==> src/rtl/core/gcb_pkg.sv <==
// Package for the grid cell bucket update block: sizes, codes and the
// structs passed between its modules. No dependencies.
package gcb_pkg;

   // Sizing of the grid store
   localparam int CELL_CAPACITY = 8;
   localparam int GRID_CELLS    = 4096;
   localparam int PARTICLE_BITS = 16;

   // Fixed field widths of the channels and registers
   localparam int CFG_W     = 13;
   localparam int ROWIDX_W  = 12;
   localparam int COLIDX_W  = 12;
   localparam int PID_W     = 16;
   localparam int STATUS_W  = 2;
   localparam int CELLNUM_W = 12;
   localparam int OCC_W     = 4;
   localparam int CSR_IDX_W = 1;

   // Derived widths
   localparam int CELL_AW = (GRID_CELLS > 1) ? $clog2(GRID_CELLS) : 1;
   localparam int CNT_W   = $clog2(CELL_CAPACITY + 1);
   localparam int PROD_W  = ROWIDX_W + CFG_W;
   localparam int SUM_W   = PROD_W + 1;

   // Register indexes of the configuration port
   localparam logic [CSR_IDX_W-1:0] CSR_GRID_COLS = 1'd0;
   localparam logic [CSR_IDX_W-1:0] CSR_GRID_ROWS = 1'd1;
   localparam logic [CFG_W-1:0]     GRID_COLS_RST = 13'd64;
   localparam logic [CFG_W-1:0]     GRID_ROWS_RST = 13'd64;

   typedef enum logic {
      FUNC_INSERT = 1'b0,
      FUNC_REMOVE = 1'b1
   } func_type;

   typedef enum logic [STATUS_W-1:0] {
      STAT_DONE      = 2'd0,
      STAT_FULL      = 2'd1,
      STAT_NOT_FOUND = 2'd2,
      STAT_RANGE     = 2'd3
   } status_type;

   // One cell's list of particle indices, kept as one memory word
   typedef logic [CELL_CAPACITY-1:0][PARTICLE_BITS-1:0] row_type;

   // Cell address and range flag from the address unit
   typedef struct packed {
      logic               oor;
      logic [CELL_AW-1:0] cell_addr;
   } addr_type;

   // Access to the cell memories
   typedef struct packed {
      logic               rd_en;
      logic               wr_en;
      logic [CELL_AW-1:0] addr;
      row_type            wr_row;
      logic [CNT_W-1:0]   wr_count;
   } mem_req_type;

   // Outcome of one insert or remove on a cell
   typedef struct packed {
      logic             wr_en;
      row_type          row;
      logic [CNT_W-1:0] count;
      status_type       status;
   } upd_type;

endpackage

==> src/rtl/core/gcb_update.sv <==
// Cell update logic: append on insert, first-match search and shift-down
// on remove, with full and not-found checks. Depends on gcb_pkg.
module gcb_update (
   input  gcb_pkg::func_type                  func,
   input  logic [gcb_pkg::PARTICLE_BITS-1:0]  pid,
   input  gcb_pkg::row_type                   row,
   input  logic [gcb_pkg::CNT_W-1:0]          count,
   output gcb_pkg::upd_type                   upd
);
   import gcb_pkg::*;

   localparam int IDX_W = (CELL_CAPACITY > 1) ? $clog2(CELL_CAPACITY) : 1;

   row_type     shifted;
   logic        found;
   logic [IDX_W-1:0] hit_idx;

   always_comb begin
      shifted = row_type'(row >> PARTICLE_BITS);
      found   = 1'b0;
      hit_idx = '0;
      // Walk down so the lowest matching filled slot wins
      for (int i = CELL_CAPACITY - 1; i >= 0; i--) begin
         if ((CNT_W'(i) < count) && (row[i] == pid)) begin
            found   = 1'b1;
            hit_idx = IDX_W'(i);
         end
      end

      upd.row = row;
      unique case (func)
         FUNC_INSERT: begin
            if (count >= CNT_W'(CELL_CAPACITY)) begin
               upd.wr_en  = 1'b0;
               upd.count  = count;
               upd.status = STAT_FULL;
            end else begin
               for (int i = 0; i < CELL_CAPACITY; i++) begin
                  if (CNT_W'(i) == count) begin
                     upd.row[i] = pid;
                  end
               end
               upd.wr_en  = 1'b1;
               upd.count  = count + 1'b1;
               upd.status = STAT_DONE;
            end
         end
         FUNC_REMOVE: begin
            if (found) begin
               // Later entries move down one slot from the hit onward
               for (int i = 0; i < CELL_CAPACITY; i++) begin
                  if (IDX_W'(i) >= hit_idx) begin
                     upd.row[i] = shifted[i];
                  end
               end
               upd.wr_en  = 1'b1;
               upd.count  = count - 1'b1;
               upd.status = STAT_DONE;
            end else begin
               upd.wr_en  = 1'b0;
               upd.count  = count;
               upd.status = STAT_NOT_FOUND;
            end
         end
         default: begin
            upd.wr_en  = 1'b0;
            upd.count  = count;
            upd.status = STAT_NOT_FOUND;
         end
      endcase
   end

endmodule

==> config.mk <==
export PLATFORM = sky130hd
export DESIGN_NAME = gcb_update
export DESIGN_NICKNAME = d
export VERILOG_FILES = /design/src/rtl/core/gcb_pkg.sv /design/src/rtl/core/gcb_update.sv
export SDC_FILE = /design/constraint.sdc
export NUM_CORES = 1
export LEC_CHECK = 0
export BUFFER_PORTS_ARGS = -buffer_cell sky130_fd_sc_hd__buf_2
export CELL_PAD_IN_SITES_DETAIL_PLACEMENT = 1
export CELL_PAD_IN_SITES_GLOBAL_PLACEMENT = 1
export CORE_ASPECT_RATIO = 1.25
export CORE_MARGIN = 3
export CORE_UTILIZATION = 34
export DETAILED_ROUTE_END_ITERATION = 10
export PLACE_DENSITY_LB_ADDON = 0.1
export SYNTH_ARGS = -nofsm -noshare
export SYNTH_HDL_FRONTEND = slang
export SYNTH_SLANG_ARGS = --single-unit
==> constraint.sdc <==
create_clock -name vclk -period 6
set_clock_uncertainty 0.05 [all_clocks]
set_input_delay 0.6 -clock vclk [all_inputs]
set_output_delay 0.6 -clock vclk [all_outputs]
set_load 0.05 [all_outputs]
=== Word-level counts from Yosys, hierarchy flattened ===
Index checks and enable logic that the tools add are counted.
Widths: inputs -> output; s select.

* Register bits after elaboration: 0
* Input port bits: 149
* Output and inout bits: 135
* Word-level logic and storage cells: 83

* $add $sub $neg: 2
* Magnitude comparators: 17
* Eq/ne operators: 15
* Muxes and demuxes: 39
* Bitwise logic cells: 1
* Reductions and logical operators: 9

{| class="wikitable"
|+ Operator list
! kind !! count
|-
| $pmux 135 s2 || 1
|-
| $mux 128 || 2
|-
| $mux 16 || 16
|-
| $eq 16x16->1 || 8
|-
| $mux 3 || 8
|-
| $eq 3x4->1 const A || 4
|-
| $lt 3x4->1 const A || 4
|-
| $ge 3x3->1 const A || 4
|-
| $mux 6 || 2
|-
| $mux 1 || 10
|-
| $eq 2x4->1 const A || 2
|-
| $logic_and 1x1->1 || 8
|-
| $lt 1x4->1 const A || 2
|-
| $lt 2x4->1 const A || 2
|-
| $ge 1x3->1 const A || 2
|-
| $ge 2x3->1 const A || 2
|-
| $add 4x1->4 const B || 1
|-
| $eq 1x4->1 const A || 1
|-
| $ge 4x4->1 const B || 1
|-
| $logic_not 4->1 || 1
|-
| $sub 4x1->4 const B || 1
|-
| $not 1->1 || 1
|}

=== Depth between registers and ports, before layout ===
* Depth after elaboration: 14
* Depth in mapped cells: 12
* Mapped depth without buffers: 10

=== Least setup slack after synthesis ===
OpenSTA, ideal clock, no wires.

* Path type: input-to-output
* Start: in count[0] (netlist bit)
* End: out upd[5] (netlist bit)
* Data arrival time: 3.532 ns
* Data required time: 5.350 ns
* Slack: 1.818 ns
* Stages on the path: 10
* Buffers on the path: 1
* Cells stage by stage: inv_1 -> ha_1 -> clkbuf_1 -> nand2_2 -> nand3_1 -> nor2_1 -> nor4_2 -> a31oi_2 -> and4_1 -> o21ai_0

{| class="wikitable"
|+ RTL lines
! element !! RTL line !! text
|-
| start, declared || gcb_update.sv:7 || <nowiki>input logic [gcb_pkg::CNT_W-1:0] count,</nowiki>
|-
| end, declared || gcb_update.sv:8 || <nowiki>output gcb_pkg::upd_type upd</nowiki>
|}

==> impl_metrics.toml <==
[cells_and_area]
stdcell_area_um2 = 6390
clock_buffers = 0
ff_latch_area_um2 = 0
final_util_pct = 43.8
layoutNonFillerInstCount = 1136
flops_and_latches = 0
syn_to_final_growth_pct = 24.7
drive_above_1_share_pct = 33.0
layout.nets = 1112

[place]
preCtsSetupSlack_ns = 0.948
placedCellCount = 1135
post-dp-hpwl_mm = 21.2
port_buffers = 284
gp_congestion = 0.848
placed_area_um2 = 6380

[pwr]
p_leak_nw = 3.05
ir_drop_v = 0.0000425
power_frac_clock_pct = 0
pwr-share-comb_pct = 100.0
netSwitchingPower_mw = 0.471
power_density_nw_per_um2 = 103
intPower_mw = 0.184
switching_share_pct = 71.9
seqPwrFrac_pct = 0

[critical_path]
cp-end-kind = "primary output"
arrival_ns = 4.49
worst_path_largest_cell_delay_ns = 0.86
cp_slowest_cell = "o31a_1"
critPathKind = "in2out"
crit_fanout = 35
crit_path_cell_trace = "buf_2, xnor2_1, nand4_1, nor4_1, nand4_1, o21ai_4, o31a_1, o21a_4, o221a_1, buf_2"
crit_required_ns = 5.35
critPathLaunchType = "input pin"

[detailed_routing]
wl_per_cell_um = 23.0
drtAntennaViolNets = 0
first_pass_iters = 5
viasPerCell = 5.95
vias = 6763
wirelength_mm = 26.1
drc = 0
drt_iter0_drc = 377

[sta]
setup_ws_ns = 0.858
final_hold_viol_count = 0
tightest_slew_ns = 1.13
finalSetupViolCount = 0
fin_crit_sh_pct = 85.7
period_needed_ns = 5.14
maxSlewHeadroom_pct = 24.3
setup_tns_ns = 0
maxSlewViolCount = 0
rsz0062_at_grt = "no"
max_freq_mhz = 194

[synthesis]
synth_top_area_share_pct = 11.5
synth_area_leader_cell = "xor2_1"
syn_avg_cell_area_um2 = 6.88
yosys_warnings = 0
ys_types = 57
ys_top_cells_by_area = "xor2_1, xnor2_1, a21oi_1"
syn-cell-area_um2 = 5120
synth_nets = 898
ys_seq_area_share_pct = 0
syn_inst = 745

[floorplanning]
io_pins = 284
die-width_um = 116
placementRows = 49
dieArea_um2 = 16600
initial_core_util_pct = 35.1
core_area_um2 = 14600
dieHeight_um = 143

[grt]
grt_pass1_wl_mm = 39.4
antenna_found_initial = 1
grt_use_total_pct = 29.7
grt_max_degree = 72
overflow = 0
first_global_vias = 6991

[flow_run]
maxCapViolations = 0

[min_path]
hp-class = "in2out"

[status]
status = "finished clean"

[clock_tree]
post_cts_buffers = 0
cts_resized = 0
hold_buffers = 0
==> stage by stage <==
step | power, mW | hold slack (ns)
2_1_floorplan | 0.452 | 1.45
3_3_place_gp | 0.650 | 1.59
3_5_place_dp | 0.653 | 1.59
4_1_cts | 0.654 | 1.59
5_1_grt | 0.693 | 1.63
6_report | 0.655 | 1.59
==> layout make-up <==
| type | count | area [um^2] |
|---|---|---|
| Tap cell | 178 | 223 |
| Multi-Input combinational cell | 644 | 4600 |
| Fill cell | 1998 | 8200 |
| Inverter | 21 | 78.8 |
| Antenna cell | 1 | 2.50 |
| Timing Repair Buffer | 292 | 1480 |
==> cell usage after synthesis, types with 23 or more instances <==
library cell / number
xnor2_1: 63
nor2_1: 43
a21o_1: 32
a211oi_1: 32
xor2_1: 67
a21oi_1: 69
nor4_1: 24
nand2_1: 23
buf_2: 23
o21ai_0: 36
a22o_1: 32
mux2i_1: 32
clkbuf_1: 34
==> kinds of logic (layout without fill, tap and decap cells) <==
kind of cell	count (synthesis)	after routing	share of synthesized area [%]
buf+inv	101	313	10.3
xor+xnor	130	130	22.2
compound gates	264	264	36.8
mux	32	32	6.25
simple gates	214	214	23.5
fa+ha+maj	4	4	0.977
other cells	0	1	0
==> power by group through the flow <==
stage	sequential, mW	clock [mW]	combinational [mW]
4_1_cts	0	0	0.654
5_1_grt	0	0.0000000223	0.693
3_3_place_gp	0	0	0.650
3_5_place_dp	0	0	0.653
6_report	0	0.0000000223	0.655
2_1_floorplan	0	0	0.452
==> cells in the final DEF, fill, tap and decap left out, drive strengths merged, types with 18 or more instances in the layout <==
master	Yosys	layout
a211oi	32	32
a21o	32	32
a21oi	70	70
a22o	32	32
and3	18	18
buf	46	292
inv	21	21
mux2i	32	32
nand2	24	24
nor2	48	48
nor2b	21	21
nor4	25	25
o21ai	39	39
xnor2	63	63
xor2	67	67
==> worst max-delay path, delay by kind of cell <==
kind	cells	cell delay [ns]
xor gates and xnor gates	1	0.23
buffers and inverters	2	0.61
AOI/OAI and AO/OA	4	1.91
and+or+nand+nor	3	1.11
==> worst paths after layout <==
| path | cells after the start | to | start |
|---|---|---|---|
| min | 4 | upd[46] | row[40] |
| max | 10 | upd[81] | pid[4] |
==> metal layers <==
| metal | part of all wire [%] | GRT usage, % | routed length, um | vias up |
|---|---|---|---|---|
| met5 | 0 | 0 | 0 | - |
| met4 | 4.2 | 10.9 | 1110 | 0 |
| met3 | 4.7 | 1.82 | 1230 | 62 |
| met2 | 53 | 56.3 | 13700 | 268 |
| met1 | 39 | 34.6 | 10100 | 3238 |
| li1 | - | - | - | 3195 |
(Power assumes the default switching activity.)
