$ cat config.mk
export PLATFORM = sky130hd
export DESIGN_NAME = gcb_addr
export DESIGN_NICKNAME = d
export VERILOG_FILES = /design/src/rtl/core/gcb_pkg.sv /design/src/rtl/core/gcb_addr.sv
export SDC_FILE = /design/constraint.sdc
export NUM_CORES = 1
export LEC_CHECK = 0
export ABC_AREA = 1
export BUFFER_PORTS_ARGS = -buffer_cell sky130_fd_sc_hd__buf_2
export CORE_MARGIN = 3
export CORE_UTILIZATION = 55
export CTS_CLUSTER_DIAMETER = 30
export DETAILED_ROUTE_END_ITERATION = 8
export PLACE_DENSITY = 0.74
export SYNTH_ARGS = -nofsm -noshare
export SYNTH_HDL_FRONTEND = slang
export SYNTH_SLANG_ARGS = --single-unit
$ cat constraint.sdc
create_clock -name clock -period 5.9 [get_ports clock]
set_input_delay 0.295 -clock clock [delete_from_list [all_inputs] [get_ports clock]]
set_output_delay 0.295 -clock clock [all_outputs]
set_load 0.1 [all_outputs]
$ cat src/rtl/core/gcb_pkg.sv
// Package for the grid cell bucket update block: sizes, codes and the
// structs passed between its modules. No dependencies.
package gcb_pkg;

   // Sizing of the grid store
   localparam int CELL_CAPACITY = 8;
   localparam int GRID_CELLS    = 4096;
   localparam int PARTICLE_BITS = 16;

   // Fixed field widths of the channels and registers
   localparam int CFG_W     = 13;
   localparam int ROWIDX_W  = 12;
   localparam int COLIDX_W  = 12;
   localparam int PID_W     = 16;
   localparam int STATUS_W  = 2;
   localparam int CELLNUM_W = 12;
   localparam int OCC_W     = 4;
   localparam int CSR_IDX_W = 1;

   // Derived widths
   localparam int CELL_AW = (GRID_CELLS > 1) ? $clog2(GRID_CELLS) : 1;
   localparam int CNT_W   = $clog2(CELL_CAPACITY + 1);
   localparam int PROD_W  = ROWIDX_W + CFG_W;
   localparam int SUM_W   = PROD_W + 1;

   // Register indexes of the configuration port
   localparam logic [CSR_IDX_W-1:0] CSR_GRID_COLS = 1'd0;
   localparam logic [CSR_IDX_W-1:0] CSR_GRID_ROWS = 1'd1;
   localparam logic [CFG_W-1:0]     GRID_COLS_RST = 13'd64;
   localparam logic [CFG_W-1:0]     GRID_ROWS_RST = 13'd64;

   typedef enum logic {
      FUNC_INSERT = 1'b0,
      FUNC_REMOVE = 1'b1
   } func_type;

   typedef enum logic [STATUS_W-1:0] {
      STAT_DONE      = 2'd0,
      STAT_FULL      = 2'd1,
      STAT_NOT_FOUND = 2'd2,
      STAT_RANGE     = 2'd3
   } status_type;

   // One cell's list of particle indices, kept as one memory word
   typedef logic [CELL_CAPACITY-1:0][PARTICLE_BITS-1:0] row_type;

   // Cell address and range flag from the address unit
   typedef struct packed {
      logic               oor;
      logic [CELL_AW-1:0] cell_addr;
   } addr_type;

   // Access to the cell memories
   typedef struct packed {
      logic               rd_en;
      logic               wr_en;
      logic [CELL_AW-1:0] addr;
      row_type            wr_row;
      logic [CNT_W-1:0]   wr_count;
   } mem_req_type;

   // Outcome of one insert or remove on a cell
   typedef struct packed {
      logic             wr_en;
      row_type          row;
      logic [CNT_W-1:0] count;
      status_type       status;
   } upd_type;

endpackage

$ cat src/rtl/core/gcb_addr.sv
// Address unit: registers row times columns at accept, then adds the
// column and checks the range. Depends on gcb_pkg.
module gcb_addr (
   input  logic                          clock,
   input  logic                          load,
   input  logic [gcb_pkg::ROWIDX_W-1:0]  row_index,
   input  logic [gcb_pkg::COLIDX_W-1:0]  col_index,
   input  logic [gcb_pkg::CFG_W-1:0]     grid_cols,
   input  logic [gcb_pkg::CFG_W-1:0]     grid_rows,
   output gcb_pkg::addr_type             addr
);
   import gcb_pkg::*;

   logic [PROD_W-1:0]   prod_ff, prod_in;
   logic [COLIDX_W-1:0] col_ff, col_in;
   logic                bound_ff, bound_in;
   logic [SUM_W-1:0]    sum;

   // Multiply and bound checks on the incoming item
   always_comb begin
      prod_in  = prod_ff;
      col_in   = col_ff;
      bound_in = bound_ff;
      if (load) begin
         prod_in  = PROD_W'(row_index) * PROD_W'(grid_cols);
         col_in   = col_index;
         bound_in = (CFG_W'(row_index) >= grid_rows) || (CFG_W'(col_index) >= grid_cols);
      end
   end

   always_ff @(posedge clock) begin
      prod_ff  <= prod_in;
      col_ff   <= col_in;
      bound_ff <= bound_in;
   end

   // Flat cell number and full range check
   always_comb begin
      sum            = SUM_W'(prod_ff) + SUM_W'(col_ff);
      addr.oor       = bound_ff || (sum >= SUM_W'(GRID_CELLS));
      addr.cell_addr = sum[CELL_AW-1:0];
   end

endmodule

**Word level (Yosys, flattened, before mapping)**

Cells that the tools add are included.

- Multiply operators: 1
- Add/sub/neg operators: 1
- Reduce and logical (&&, ||, !) cells: 2
- Order comparisons: 3

Operators by type and width:

| cell | count |
|---|---|
| 25-bit by 12-bit adder with 26-bit output | 1 |
| 12-bit by 13-bit >= comparator with 1-bit output | 2 |
| 26-bit by 13-bit >= comparator with 1-bit output (second input constant) | 1 |
| 12-bit by 13-bit multiplier with 25-bit output | 1 |
| 1-bit logical OR | 2 |

- Word-level logic and storage cells: 10
- Bits in registers: 38
- Output and inout port bits: 13

**Longest topological paths before layout**

- Word-level depth: 3
- Gate-level depth with buffers: 22
- Mapped depth without buffers: 21

**Least setup slack after synthesis**

OpenSTA, ideal clock, no wires.

- Path type: input port to flip-flop
- Start: input row_index[11] (netlist bit)
- End: register prod_ff[24] (data pin)
- Path buffers: 1
- Data arrival time: 4.518 ns
- Path slack: 1.121 ns
- Stages on the path: 18
- Cells stage by stage: clkbuf_1 nand2_1 fa_1 fa_1 inv_1 fa_1 fa_1 inv_1 fa_1 inv_1 ha_1 a21oi_1 o21ai_0 nand2_1 nand4_1 nand3b_1 nand2_1 xor2_1

- Word-level cells in the longest chain between the ends: 1

Ends and longest elaborated chain:

| element | RTL line | source |
|---|---|---|
| start, declared | gcb_addr.sv:6 | `input logic [gcb_pkg::ROWIDX_W-1:0] row_index,` |
| 12-bit by 13-bit multiplier with 25-bit output | gcb_addr.sv:25 | `prod_in = PROD_W'(row_index) * PROD_W'(grid_cols);` |
| end signal, assigned | gcb_addr.sv:32 | `prod_ff <= prod_in;` |
| end, declared | gcb_addr.sv:14 | `logic [PROD_W-1:0] prod_ff, prod_in;` |

Every way passes these cells.
A chain may end at the register's enable or synchronous reset.

**Worst setup path after layout**

- Start: input grid_cols[4] (netlist bit)
- End: register prod_ff[21] (data pin)

- Word-level cells in the longest chain between the ends: 1

Ends and longest elaborated chain:

| element | RTL line | source |
|---|---|---|
| start, declared | gcb_addr.sv:8 | `input logic [gcb_pkg::CFG_W-1:0] grid_cols,` |
| 12-bit by 13-bit multiplier with 25-bit output | gcb_addr.sv:25 |  |

Every way passes these cells.

==> impl_metrics.env <==
export IMPL_grt_first_pass_wirelength_mm=31.03
export IMPL_tns_ns=0
export IMPL_worstHoldStart="col_index[0]"
export IMPL_clock_tree_htree_level_count=2
export IMPL_vias_per_cell=5.154
export IMPL_async_flop_share_pct=0
export IMPL_grt_setup_unrepaired="false"
export IMPL_netlist_instances=1116
export IMPL_io_pins=65
export IMPL_switching_share_pct=58.20
export IMPL_yosysTopAreaCellShare_pct=26.70
export IMPL_fp_row_count=44
export IMPL_synth_seq_cells=38
export IMPL_cts_tree="built"
export IMPL_ctsLongestPathBuffers=2
export IMPL_finalWorstPathRequiredPeriod_ns=4.869
export IMPL_vdd_ir_drop_max_mv=0.5562
export IMPL_combinationalPowerShare_pct=80.5
export IMPL_synthXorXnorAreaFrac_pct=3.263
export IMPL_post_cts_setup_buffers=0
export IMPL_finalSetupViolations=0
export IMPL_max_slew_margin_rel_pct=46.61
export IMPL_power_net_switching_mw=2.660
export IMPL_power_internal_mw=1.911
export IMPL_die_area_mm2=0.01664
export IMPL_antenna_found_initial=0
export IMPL_cts_repair_resize_count=0
export IMPL_clock_power_share_pct=6.5
export IMPL_status="finished clean"
export IMPL_syn_num_nets=1378
export IMPL_post_synth_top_area_cell="sky130_fd_sc_hd__fa_1"
export IMPL_critPathMaxStageDelay_ns=0.59
export IMPL_timing_critical_path_fanout_max=13
export IMPL_n_antenna_cell=0
export IMPL_grtUsageTotal_pct=23.12
export IMPL_grt_max_degree=39
export IMPL_fill_cells=1341
export IMPL_drt_iter0_drc=577
export IMPL_sequential_cell_area_fraction_in_the_yosys_report_pct=13.71
export IMPL_clock_sink_count=38
export IMPL_power_density_mw_per_mm2=511.0
export IMPL_cts_buffers_inserted=5
export IMPL_timing_critical_path_slowest_stage_cell="sky130_fd_sc_hd__fa_1"
export IMPL_start_util_pct=56.83
export IMPL_die_y_um=129.0
export IMPL_cell_area_after_synthesis_mm2=0.008322
export IMPL_synthSimpleGateAreaFrac_pct=22.00
export IMPL_number_of_distinct_standard_cells_referenced_by_the_synthesized_netlist=37
export IMPL_first_global_vias=6573
export IMPL_drt_wirelength_per_cell_um=13.68
export IMPL_fmaxAchievable_ghz=0.2054
export IMPL_dr_pass1_iters=5
export IMPL_worst_setup_hold_path_clk_slew_ns=0.06
export IMPL_maxCapViolCount=0
export IMPL_crit_required_ns=5.92
export IMPL_worst_setup_path_start_kind="primary input"
export IMPL_grt_total_ovfl=0
export IMPL_cts_hold_buffers=0
export IMPL_post_route_cells_drive_above_1_share_pct=8.169
export IMPL_worst_slew_pin_slew_ns=0.8008
export IMPL_synth_mux_area_share_pct=0
export IMPL_final_hold_viol_count=0
export IMPL_hold_path_class="primary input to flip-flop"
export IMPL_dr_total_vias=6943
export IMPL_synth_top_family_by_area="adder cells"
export IMPL_globalplace_congestion=0.9296
export IMPL_layoutNonFillerInstCount=1347
export IMPL_critPathKind="primary input to flip-flop"
export IMPL_dp_hpwl_mm=15.89
export IMPL_synth_yosys_warnings=0
export IMPL_post_synth_cell_area_avg_um2=7.457
export IMPL_power_frac_seq_pct=13.0
export IMPL_synth_edf_count=38
export IMPL_place_detailed_instances=1339
export IMPL_cell_by_cell_trace_of_the_critical_path="buf_2 -> nand2_1 -> inv_1 -> fa_1 -> inv_1 -> fa_1 -> inv_1 -> fa_1 -> fa_1 -> inv_1 -> fa_1 -> inv_1 -> ha_1 -> nand2_1 -> nor4_1 -> nand3_1 -> nand3_1 -> xor2_1"
export IMPL_fp_coreArea_mm2=0.01464
export IMPL_power_static_leakage_nw=5.268
export IMPL_clockRootBuffer="sky130_fd_sc_hd__clkbuf_16"
export IMPL_worstPathArrival_ns=4.89
export IMPL_timing_max_transition_violations_final=0
export IMPL_synth_fa_ha_area_share_pct=41.59
export IMPL_route_detailed_drc=0
export IMPL_area_growth_pct=7.488
export IMPL_hold_path_end="col_ff[0]$_DFFE_PP_"
export IMPL_yosys_most_used_dff="sky130_fd_sc_hd__edfxtp_1"
export IMPL_totalWireLength_mm=18.43
export IMPL_total_number_of_nets_in_the_final_design=1424
export IMPL_most_common_layout_cells="sky130_fd_sc_hd__nand2_1, sky130_fd_sc_hd__inv_1, sky130_fd_sc_hd__fa_1"
export IMPL_worst_setup_path_end_kind="flip-flop"
export IMPL_chipWidth_um=129.0
export IMPL_timing_final_crit_share_pct=82.52
export IMPL_synth_area_leaders="sky130_fd_sc_hd__fa_1, sky130_fd_sc_hd__ha_1, sky130_fd_sc_hd__nand2_1"
export IMPL_port_buffers=64
export IMPL_worstHoldPathCells=1
export IMPL_ant_nets=0
export IMPL_layout_commonest_cell="sky130_fd_sc_hd__nand2_1"
export IMPL_synth_compound_area_share_pct=4.465
cells in the mapped netlist (2+ instances only):
library cell               count
sky130_fd_sc_hd__a211oi_1      3
sky130_fd_sc_hd__a21oi_1      36
sky130_fd_sc_hd__clkbuf_1     25
sky130_fd_sc_hd__edfxtp_1     38
sky130_fd_sc_hd__fa_1        111
sky130_fd_sc_hd__ha_1         99
sky130_fd_sc_hd__inv_1       302
sky130_fd_sc_hd__inv_2         4
sky130_fd_sc_hd__nand2_1     316
sky130_fd_sc_hd__nand2_2       7
sky130_fd_sc_hd__nand3_1      35
sky130_fd_sc_hd__nand3b_1      5
sky130_fd_sc_hd__nand4_1      11
sky130_fd_sc_hd__nor2_1       41
sky130_fd_sc_hd__nor2_2        5
sky130_fd_sc_hd__nor2_4        2
sky130_fd_sc_hd__nor3_1        7
sky130_fd_sc_hd__nor4_1        6
sky130_fd_sc_hd__o21ai_0      14
sky130_fd_sc_hd__o21ai_1       2
sky130_fd_sc_hd__o21bai_1      2
sky130_fd_sc_hd__xnor2_1      11
sky130_fd_sc_hd__xor2_1       20
kinds of logic after synthesis:
family | after synthesis
simple gates | 439
buf+inv | 332
fa+ha+maj | 210
compound gates | 66
flops | 38
xor+xnor | 31
sequential cells by signal, indices dropped and copies added (netlist names):
name / cells
bound_ff: 1
col_ff: 12
prod_ff: 25
critical path: cells and delay by family:
| kind | cells | cell delay [ns] |
|---|---|---|
| buf+inv | 6 | 0.50 |
| simple gates | 5 | 0.90 |
| fa+ha+maj | 6 | 3.12 |
| xor+xnor | 1 | 0.08 |
cell type report:
| cell class | count | area [um2] | area share (%) |
|---|---|---|---|
| clock buffer | 6 | 128.9 | 1.441 |
| sequential | 38 | 1141 | 12.76 |
| tap | 184 | 230.2 | 2.574 |
| multi-input combinational | 746 | 5934 | 66.34 |
| clock inverter | 2 | 37.54 | 0.4196 |
| inverter | 307 | 1152 | 12.88 |
| timing repair buffer | 64 | 320.3 | 3.581 |
how the worst max path moves through the flow:
stage | cells after the start | startpoint | slack (ns) | to
5_1_grt | 18 | grid_cols[0] | 0.84 | prod_ff[24]$_DFFE_PP_
6_report | 18 | grid_cols[4] | 1.03 | prod_ff[21]$_DFFE_PP_
3_3_place_gp | 18 | grid_cols[4] | 0.88 | prod_ff[21]$_DFFE_PP_
3_5_place_dp | 18 | grid_cols[4] | 0.80 | prod_ff[21]$_DFFE_PP_
4_1_cts | 18 | grid_cols[4] | 1.06 | prod_ff[21]$_DFFE_PP_
2_1_floorplan | 18 | row_index[11] | 1.12 | prod_ff[24]$_DFFE_PP_
power groups by stage:
stage	Clock (mW)	Sequential [mW]	Combinational (mW)
after floorplan	0	0.569	2.91
after global placement	0	0.598	3.63
after detailed placement	0	0.598	3.67
after CTS	0.301	0.593	3.70
after global routing	0.316	0.606	4.12
final	0.295	0.595	3.68
per-layer routing:
metal / routed length, um / global-route usage (%) / vias up
met2: 9170 / 39.02 / 211
met1: 8009 / 32.37 / 3280
met5: 0 / 0 / -
met3: 882 / 1.743 / 24
met4: 362 / 6.177 / 0
li1: - / - / 3428
per-stage QoR:
stage | worst slack, ns | util [%] | hold slack [ns] | area [um2] | power [mW]
floorplan | 1.121 | - | 0.3939 | 8322 | 3.481
global placement | 0.8793 | 59.95 | 0.4956 | 8778 | 4.225
detailed placement | 0.8035 | 59.95 | 0.4966 | 8778 | 4.272
CTS | 1.060 | 61.08 | 0.2109 | 8945 | 4.595
global route | 0.8368 | 61.08 | 0.2136 | 8945 | 5.046
finish | 1.031 | 61.08 | 0.2158 | 8945 | 4.571
(Power assumes the default switching activity.)
